**src/rtl/core/ppm_pkg.sv**
```systemverilog
`default_nettype none
package ppm_pkg;

  localparam int PORTS = 8;
  localparam int PIW = (PORTS > 1) ? $clog2(PORTS) : 1;

  localparam int DIVW = 58;
  localparam int DCW = $clog2(DIVW + 1);

  localparam logic [2:0] MODE_RECV  = 3'd0;
  localparam logic [2:0] MODE_PROC  = 3'd1;
  localparam logic [2:0] MODE_BYTES = 3'd2;
  localparam logic [2:0] MODE_LAT   = 3'd3;
  localparam logic [2:0] MODE_TICK  = 3'd4;
  localparam logic [2:0] MODE_CHECK = 3'd5;
  localparam logic [2:0] MODE_CLEAR = 3'd6;
  localparam logic [2:0] MODE_NONE  = 3'd7;

  localparam logic [1:0] REG_LAT_LIMIT  = 2'd0;
  localparam logic [1:0] REG_TPUT_LIMIT = 2'd1;
  localparam logic [1:0] REG_ERR_LIMIT  = 2'd2;

  localparam logic [31:0] MAX32 = 32'hFFFF_FFFF;
  localparam logic [39:0] MAX40 = 40'hFF_FFFF_FFFF;
  localparam logic [47:0] MAX48 = 48'hFFFF_FFFF_FFFF;

  typedef logic [PIW-1:0] idx_t;

  typedef struct packed {
    logic [2:0]  mode;
    logic [2:0]  port;
    logic        success;
    logic [31:0] data_bytes;
    logic [31:0] latency_ms;
  } in_item_t;

  typedef struct packed {
    logic [2:0]  port_id;
    logic        latency_alert;
    logic        throughput_alert;
    logic        error_alert;
    logic [31:0] peak_latency;
    logic [31:0] least_latency;
    logic [47:0] rate_bytes_per_s;
    logic [31:0] failed_tasks;
    logic [31:0] processed_tasks;
    logic        last;
  } out_item_t;

  typedef struct packed {
    logic capture;
    logic exec;
    logic clr_idx;
    logic inc_idx;
    logic div_load;
    logic div_step;
    logic out_load;
  } cmd_t;

  typedef struct packed {
    logic is_check;
    logic active;
    logic idx_end;
    logic out_busy;
  } sts_t;

endpackage
`default_nettype wire

```
**src/rtl/core/ppm_ctrl.sv**
```systemverilog
`default_nettype none
module ppm_ctrl
  import ppm_pkg::*;
(
  input  wire  clk,
  input  wire  rst,
  input  wire  in_valid,
  output logic in_stall,
  input  sts_t sts,
  output cmd_t cmd
);

  localparam logic [2:0] ST_IDLE = 3'd0;
  localparam logic [2:0] ST_EXEC = 3'd1;
  localparam logic [2:0] ST_SCAN = 3'd2;
  localparam logic [2:0] ST_DIV  = 3'd3;
  localparam logic [2:0] ST_OUT  = 3'd4;

  logic [2:0]     state;
  logic [2:0]     state_next;
  logic [DCW-1:0] cnt;

  assign in_stall = (state != ST_IDLE);

  always_comb begin
    state_next = state;
    cmd = '0;
    unique case (state)
      ST_IDLE: begin
        if (in_valid) begin
          cmd.capture = 1'b1;
          state_next = ST_EXEC;
        end
      end
      ST_EXEC: begin
        cmd.exec = 1'b1;
        cmd.clr_idx = 1'b1;
        state_next = sts.is_check ? ST_SCAN : ST_IDLE;
      end
      ST_SCAN: begin
        if (sts.active) begin
          cmd.div_load = 1'b1;
          state_next = ST_DIV;
        end else if (sts.idx_end) begin
          state_next = ST_IDLE;
        end else begin
          cmd.inc_idx = 1'b1;
        end
      end
      ST_DIV: begin
        cmd.div_step = 1'b1;
        if (cnt == DCW'(DIVW - 1)) state_next = ST_OUT;
      end
      ST_OUT: begin
        if (!sts.out_busy) begin
          cmd.out_load = 1'b1;
          if (sts.idx_end) begin
            state_next = ST_IDLE;
          end else begin
            cmd.inc_idx = 1'b1;
            state_next = ST_SCAN;
          end
        end
      end
      default: state_next = ST_IDLE;
    endcase
  end

  always_ff @(posedge clk) begin
    if (rst) begin
      state <= ST_IDLE;
      cnt <= '0;
    end else begin
      state <= state_next;
      if (cmd.div_load) cnt <= '0;
      else if (cmd.div_step) cnt <= cnt + DCW'(1);
    end
  end

endmodule
`default_nettype wire

```
**src/rtl/core/ppm_dp.sv**
```systemverilog
`default_nettype none
module ppm_dp
  import ppm_pkg::*;
(
  input  wire              clk,
  input  wire              rst,
  input  in_item_t         in_item,
  input  wire              cfg_we,
  input  wire [1:0]        cfg_index,
  input  wire [31:0]       cfg_data,
  input  cmd_t             cmd,
  output sts_t             sts,
  output logic             out_valid,
  input  wire              out_stall,
  output out_item_t        out_item
);

  logic [31:0] recv_cnt [PORTS];
  logic [31:0] proc_cnt [PORTS];
  logic [31:0] succ_cnt [PORTS];
  logic [47:0] byte_tot [PORTS];
  logic [31:0] max_lat  [PORTS];
  logic [31:0] min_lat  [PORTS];
  logic [PORTS-1:0] active;
  logic [39:0] elapsed;

  logic [31:0] lat_limit;
  logic [31:0] tput_limit;
  logic [6:0]  err_limit;

  in_item_t item;
  idx_t     idx;
  idx_t     addr;
  logic     port_ok;

  logic [DIVW-1:0] quo;
  logic [40:0]     rem;
  logic [40:0]     rem_sh;
  logic [40:0]     rem_sub;

  logic [31:0] r_proc;
  logic [31:0] r_failed;
  logic [31:0] r_max;
  logic [47:0] r_bytes;
  logic [57:0] prod;
  logic [38:0] fail_x100;
  logic [38:0] lim_x_proc;
  logic [48:0] byte_sum;
  logic [47:0] rate;
  logic        last_cur;

  assign port_ok = (7'(item.port) < 7'(PORTS));
  assign addr = cmd.exec ? idx_t'(item.port) : idx;

  assign r_proc   = proc_cnt[addr];
  assign r_max    = max_lat[addr];
  assign r_bytes  = byte_tot[addr];
  assign r_failed = r_proc - succ_cnt[addr];

  // bytes * 1000 as shifts
  assign prod = (58'(r_bytes) << 10) - (58'(r_bytes) << 4) - (58'(r_bytes) << 3);
  assign fail_x100 = (39'(r_failed) << 6) + (39'(r_failed) << 5) + (39'(r_failed) << 2);
  assign lim_x_proc = 39'(err_limit) * 39'(r_proc);
  assign byte_sum = 49'(r_bytes) + 49'(item.data_bytes);

  assign rem_sh  = {rem[39:0], quo[DIVW-1]};
  assign rem_sub = rem_sh - {1'b0, elapsed};

  always_comb begin
    if (elapsed == '0) rate = '0;
    else if (|quo[DIVW-1:48]) rate = MAX48;
    else rate = quo[47:0];
  end

  always_comb begin
    last_cur = 1'b1;
    for (int j = 0; j < PORTS; j++) begin
      if (j > int'(idx) && active[j]) last_cur = 1'b0;
    end
  end

  assign sts.is_check = (item.mode == MODE_CHECK);
  assign sts.active   = active[idx];
  assign sts.idx_end  = (idx == idx_t'(PORTS - 1));
  assign sts.out_busy = out_valid;

  always_ff @(posedge clk) begin
    if (rst) begin
      lat_limit <= 32'd1000;
      tput_limit <= '0;
      err_limit <= 7'd5;
    end else if (cfg_we) begin
      unique case (cfg_index)
        REG_LAT_LIMIT:  lat_limit <= cfg_data;
        REG_TPUT_LIMIT: tput_limit <= cfg_data;
        REG_ERR_LIMIT:  err_limit <= cfg_data[6:0];
        default: ;
      endcase
    end
  end

  always_ff @(posedge clk) begin
    if (cmd.capture) item <= in_item;
    if (cmd.clr_idx) idx <= '0;
    else if (cmd.inc_idx) idx <= idx + idx_t'(1);
    if (cmd.div_load) begin
      quo <= prod;
      rem <= '0;
    end else if (cmd.div_step) begin
      if (!rem_sub[40]) begin
        rem <= rem_sub;
        quo <= {quo[DIVW-2:0], 1'b1};
      end else begin
        rem <= rem_sh;
        quo <= {quo[DIVW-2:0], 1'b0};
      end
    end
    if (cmd.out_load) begin
      out_item.port_id <= 3'(idx);
      out_item.latency_alert <= (r_max > lat_limit);
      out_item.throughput_alert <= (rate < 48'(tput_limit));
      out_item.error_alert <= (fail_x100 > lim_x_proc);
      out_item.peak_latency <= r_max;
      out_item.least_latency <= min_lat[addr];
      out_item.rate_bytes_per_s <= rate;
      out_item.failed_tasks <= r_failed;
      out_item.processed_tasks <= r_proc;
      out_item.last <= last_cur;
    end
  end

  always_ff @(posedge clk) begin
    if (rst) begin
      out_valid <= 1'b0;
    end else if (cmd.out_load) begin
      out_valid <= 1'b1;
    end else if (!out_stall) begin
      out_valid <= 1'b0;
    end
  end

  always_ff @(posedge clk) begin
    if (rst || (cmd.exec && item.mode == MODE_CLEAR)) begin
      for (int i = 0; i < PORTS; i++) begin
        recv_cnt[i] <= '0;
        proc_cnt[i] <= '0;
        succ_cnt[i] <= '0;
        byte_tot[i] <= '0;
        max_lat[i] <= '0;
        min_lat[i] <= MAX32;
      end
      active <= '0;
      elapsed <= '0;
    end else if (cmd.exec) begin
      if (item.mode == MODE_TICK) begin
        if (elapsed != MAX40) elapsed <= elapsed + 40'd1;
      end else if (port_ok) begin
        unique case (item.mode)
          MODE_RECV: begin
            if (recv_cnt[addr] != MAX32) recv_cnt[addr] <= recv_cnt[addr] + 32'd1;
            active[addr] <= 1'b1;
          end
          MODE_PROC: begin
            if (r_proc != MAX32) proc_cnt[addr] <= r_proc + 32'd1;
            if (item.success && succ_cnt[addr] != MAX32) begin
              succ_cnt[addr] <= succ_cnt[addr] + 32'd1;
            end
          end
          MODE_BYTES: begin
            byte_tot[addr] <= byte_sum[48] ? MAX48 : byte_sum[47:0];
          end
          MODE_LAT: begin
            if (item.latency_ms > r_max) max_lat[addr] <= item.latency_ms;
            if (item.latency_ms < min_lat[addr]) min_lat[addr] <= item.latency_ms;
          end
          default: ;
        endcase
      end
    end
  end

endmodule
`default_nettype wire

```
**src/rtl/core/per_port_perf_monitor_top.sv**
```systemverilog
// Per-port performance monitor. Event items (received, processed, bytes,
// latency) are captured and then applied to the addressed port; tick and
// clear items take the same path. A check item walks all ports and, for
// each active port, runs a one-bit-per-cycle divider for the throughput,
// and the walk waits while the output register still holds an untaken
// result. Configuration writes are always ready.
`default_nettype none
module per_port_perf_monitor_top
  import ppm_pkg::*;
(
  input  wire         clk,
  input  wire         rst,
  input  wire         in_valid,
  output logic        in_stall,
  input  in_item_t    in_item,
  output logic        out_valid,
  input  wire         out_stall,
  output out_item_t   out_item,
  input  wire         cfg_valid,
  output logic        cfg_ready,
  input  wire [1:0]   cfg_index,
  input  wire [31:0]  cfg_data
);

  cmd_t cmd;
  sts_t sts;

  assign cfg_ready = 1'b1;

  ppm_ctrl u_ctrl (
    .clk      (clk),
    .rst      (rst),
    .in_valid (in_valid),
    .in_stall (in_stall),
    .sts      (sts),
    .cmd      (cmd)
  );

  ppm_dp u_dp (
    .clk       (clk),
    .rst       (rst),
    .in_item   (in_item),
    .cfg_we    (cfg_valid && cfg_ready),
    .cfg_index (cfg_index),
    .cfg_data  (cfg_data),
    .cmd       (cmd),
    .sts       (sts),
    .out_valid (out_valid),
    .out_stall (out_stall),
    .out_item  (out_item)
  );

endmodule
`default_nettype wire
```
**config.mk**
```make
export PLATFORM = sky130hd
export DESIGN_NAME = per_port_perf_monitor_top
export DESIGN_NICKNAME = d
export VERILOG_FILES = /design/src/rtl/core/ppm_pkg.sv /design/src/rtl/core/ppm_ctrl.sv /design/src/rtl/core/ppm_dp.sv /design/src/rtl/core/per_port_perf_monitor_top.sv
export SDC_FILE = /design/constraint.sdc
export NUM_CORES = 2
export LEC_CHECK = 0
export CORE_MARGIN = 2
export CORE_UTILIZATION = 50
export CTS_BUF_LIST = sky130_fd_sc_hd__clkbuf_16
export DETAILED_ROUTE_END_ITERATION = 7
export DONT_BUFFER_PORTS = 1
export PLACE_DENSITY_LB_ADDON = 0.08
export SLEW_MARGIN = 10
export SYNTH_ARGS = -nofsm -noshare
export SYNTH_HDL_FRONTEND = slang
export SYNTH_HIERARCHICAL = 1
export SYNTH_SLANG_ARGS = --single-unit
```
**constraint.sdc**
```tcl
create_clock -name clk -period 9.65 [get_ports clk]
set_input_delay 0.965 -clock clk [delete_from_list [all_inputs] [get_ports clk]]
set_output_delay 0.965 -clock clk [all_outputs]
set_load 0.03 [all_outputs]
```
==> metrics.csv <==
stage;metric;value;unit
sta;Setup Viol. Count Final;0;
final_layout;sequential cell area;55090;um2
yosys;async set-reset flop share out of synthesis;0;%
worst_setup_path;Worst Setup End Kind;flip-flop;
worst_setup_path;CP Data Required Time;10.35;ns
clocking;H-tree depth;4;
yosys;unique cell type count in the Yosys netlist;125;
sta;Max Slew Vio Count;0;
clocking;CTS tree;yes;
yosys;Synth Flop Type;edfxtp_1;
yosys;Synth top cells by count;edfxtp_1 (1,720), nor2_1 (1,378), nand2_1 (561);
detailed_routing;drt first pass iters;8;
pwr;final total power;0.02802;W
yosys;Syn Std Cell Area;101500;um2
grt;largest net degree at the start of global routing;82;
clocking;CTS Sinks;1892;
run_status;status;finished, final reports clean;
yosys;Simple-Gate Fraction of Synth Area;14.99;%
floorplan;initial core utilization;50.24;%
floorplan;Core Area;202100;um2
detailed_routing;WL final;323.7;mm
pwr;Clock Power Share;27.8;%
floorplan;Die Wd;454.7;um
yosys;mux cell area share after synthesis;2.006;%
clocking;CTS Buf Count;201;
yosys;combinational family with the most area after synthesis;simple AND/OR/NAND/NOR gates;
sta;Final period util;95.07;%
sta;clock period minus worst slack;9.174;ns
floorplan;io pins;296;
final_layout;fin util;55.66;%
yosys;post-synthesis cell count;8972;
yosys;most common cell in the netlist;edfxtp_1;
clocking;post-cts hold buffer count;0;
worst_setup_path;reg2reg setup slack;0.48;ns
pwr;largest vdd supply drop;0.0002849;V
worst_setup_path;Top delay family on crit path;adder cells;
placed_design;dpl hpwl;209.9;mm
yosys;Synth Area in Adders;9.772;%
pwr;Sw Ratio;35.47;%
sta;skew final;0.04662;ns
worst_setup_path;Crit Path Max Fanout;36;
sta;Max-slew headroom;16.41;%
pwr;Internal;0.01808;W
detailed_routing;DR vias/cell;6.076;
worst_setup_path;Startpoint Class;flip-flop;
yosys;syn_area_per_cell;11.32;um2
yosys;cell taking the most area after synthesis;edfxtp_1;
floorplan;Core Rows;165;
detailed_routing;Detailed Route Iter0 Violations;8072;
yosys;syn_nets;9747;
yosys;XOR/XNOR Fraction of Synth Area;2.787;%
floorplan;Die Ht;454.7;um
final_layout;share of cells above drive strength 1;11.01;%
placed_design;gp weighted congestion;0.9155;
pwr;Seq pwr share;33.2;%
grt;GR Overflow Total;0;
yosys;Area contributors post-synth;edfxtp_1 (51%), ha_1 (5.6%), nor2_1 (5.1%), fa_1 (4.2%), dfxtp_1 (3.4%);
sta;Achievable Freq;109.0;MHz
detailed_routing;Post-DRT Antenna Nets;0;
yosys;Synth Register Bits;1892;
placed_design;IO buf count;0;
yosys;complex-gate fraction of the synthesized area;11.98;%
pwr;NetSw;0.009937;W
final_layout;area of the multi-input gates;42640;um2
floorplan;Die ar.;206700;um2
worst_setup_path;CP peak stage delay;0.70;ns
clocking;Clock Tree Buf Depth;3;
final_layout;Nets;9806;
sta;Fin. Hold Viols;0;
sta;WHS;0.1902;ns
clocking;Worst-Skew Late Latency;0.89;ns
detailed_routing;Vias;72220;
sta;worst slew pin tran;1.245;ns
pwr;leakage;42.39;nW
clocking;clk root buf;clkbuf_16;
worst_setup_path;Bufs and invs on worst path;6;
grt;vias in the first global route;71610;
grt;antenna violations before repair;16;
grt;Total Routing Usage GR;30.88;%
sta;setup TNS;0;ns
yosys;yosys warns;6;
pwr;Cell Pwr Density;249.1;nW/um2
detailed_routing;DR DRC count;0;
pwr;logic gate share of total power;39.0;%
yosys;Post-synth EDFFs;1720;
worst_setup_path;Critical Path AT;9.87;ns
hold_path;worst hold path class;in2reg;
worst_setup_path;Worst path slowest cell;or4b_2;
yosys;sequential area share after synthesis;54.25;%
clocking;clock slew at reported path FFs;0.06;ns
worst_setup_path;Setup Crit Path Kind;reg2reg;
final_layout;Fill cells;17160;
final_layout;P&R area growth vs syn;10.77;%
job;max_cap viols;0;
grt;first-pass GRT wire length;475.0;mm
detailed_routing;routed len/inst;27.24;um
yosys;share of the synthesized area in the top cell type;50.86;%
[placed cells by master, fill, tap and decap left out, types with 65 or more instances in the layout]
| cell type | Yosys | layout |
|---|---|---|
| clkbuf_16 | 0 | 204 |
| edfxtp_1 | 1720 | 1720 |
| buf_4 | 19 | 331 |
| o21a_1 | 86 | 86 |
| dfxtp_1 | 172 | 172 |
| a21oi_1 | 375 | 373 |
| nand3_1 | 128 | 127 |
| nand2b_1 | 184 | 174 |
| o21ai_0 | 175 | 170 |
| a22oi_1 | 177 | 177 |
| xnor2_1 | 205 | 205 |
| or2_2 | 132 | 132 |
| and2_1 | 289 | 289 |
| nor3_1 | 105 | 99 |
| xor2_1 | 107 | 103 |
| nor2_1 | 1378 | 1366 |
| nand4_1 | 65 | 65 |
| fa_1 | 212 | 212 |
| ha_1 | 453 | 453 |
| a21o_1 | 171 | 171 |
| a211oi_1 | 75 | 75 |
| nor4_1 | 92 | 89 |
| nand2_1 | 561 | 540 |
| inv_1 | 505 | 546 |
| a22o_1 | 240 | 240 |
| mux2i_1 | 102 | 102 |
[sequential cells by signal, summed over array words and instances (netlist names), 40 cells and up]
signal and count:
u_dp/min_lat 256, u_dp/proc_cnt 256, u_dp/max_lat 256, u_dp/quo 58, u_dp/succ_cnt 256, u_dp/elapsed 40
u_dp/byte_tot 384, u_dp/rem 40, u_dp/out_item 183, u_dp/item 71
[worst reg2reg max path: cells and delay by family (launching register included)]
| family | cells | cell delay [ns] |
|---|---|---|
| AND/OR/NAND/NOR | 13 | 2.74 |
| adder cells (fa/ha/maj) | 6 | 2.74 |
| AO/OA/AOI/OAI | 10 | 1.82 |
| buffers and inverters | 6 | 0.84 |
| multiplexers | 1 | 0.40 |
| flip-flops | 1 | 0.32 |
| XOR/XNOR | 1 | 0.14 |
[per-layer routing]
metal	share of wire [%]	GRT usage [%]
met1	42	42.49
met2	47	49.91
met3	8.2	5.154
met4	3.3	9.939
met5	0.028	0
[cell families (layout without fill, tap and decap cells)]
family	count (synthesis)	count (layout)
muxes	178	178
AOI/OAI and AO/OA	1718	1718
xor gates and xnor gates	318	318
other	1	13
adders and majority gates	666	666
buffers and inverters	1006	1235
and+or+nand+nor	3193	3193
DFF	1892	1892
[through the flow]
| stage | setup slack [ns] | instance area [um2] | std cells |
|---|---|---|---|
| finish | 0.4759 | 112500 | 11890 |
| global route | -0.02760 | 112500 | 11880 |
| CTS | 0.1378 | 112200 | 11860 |
| detailed placement | 0.1903 | 105600 | 11490 |
| global placement | 0.1840 | 105600 | 11490 |
| floorplan | 0.6024 | 101500 | 8972 |
[worst paths after layout]
path                             from                   to  depth (start not counted)
setup reg to reg      u_ctrl/state[2]   u_dp/out_item[177]                         37
hold reg to reg   u_dp/tput_limit[10]  u_dp/tput_limit[10]                          2
hold / removal            in_item[20]        u_dp/item[20]                          0
setup / recovery      u_ctrl/state[2]   u_dp/out_item[177]                         37
[repair_timing]
action / in CTS / in global routing
endpoints found under the hold margin: 0 / 0
gates resized for setup: 0 / 28
setup buffers: 0 / 11
setup endpoints to repair: 0 / 1
[power by group through the flow]
stage / registers [W] / logic (W) / clock network [W]
finish: 0.00931 / 0.0109 / 0.00778
detailed placement: 0.00948 / 0.0107 / 0
global placement: 0.00948 / 0.0106 / 0
floorplan: 0.00946 / 0.00760 / 0
global route: 0.00933 / 0.0122 / 0.00820
CTS: 0.00931 / 0.0108 / 0.00788
[area by class of cell]
cell class | instances | share of cell area (%)
flip-flops and latches | 1892 | 48.98
inverters | 512 | 1.712
diodes | 12 | 0.02670
clock buffers | 203 | 4.516
multi-input cells | 6074 | 37.91
repair buffers | 350 | 2.535
well taps | 2672 | 2.972
clock inverters | 170 | 1.356
No activity file was read; power rests on OpenSTA's default activity.
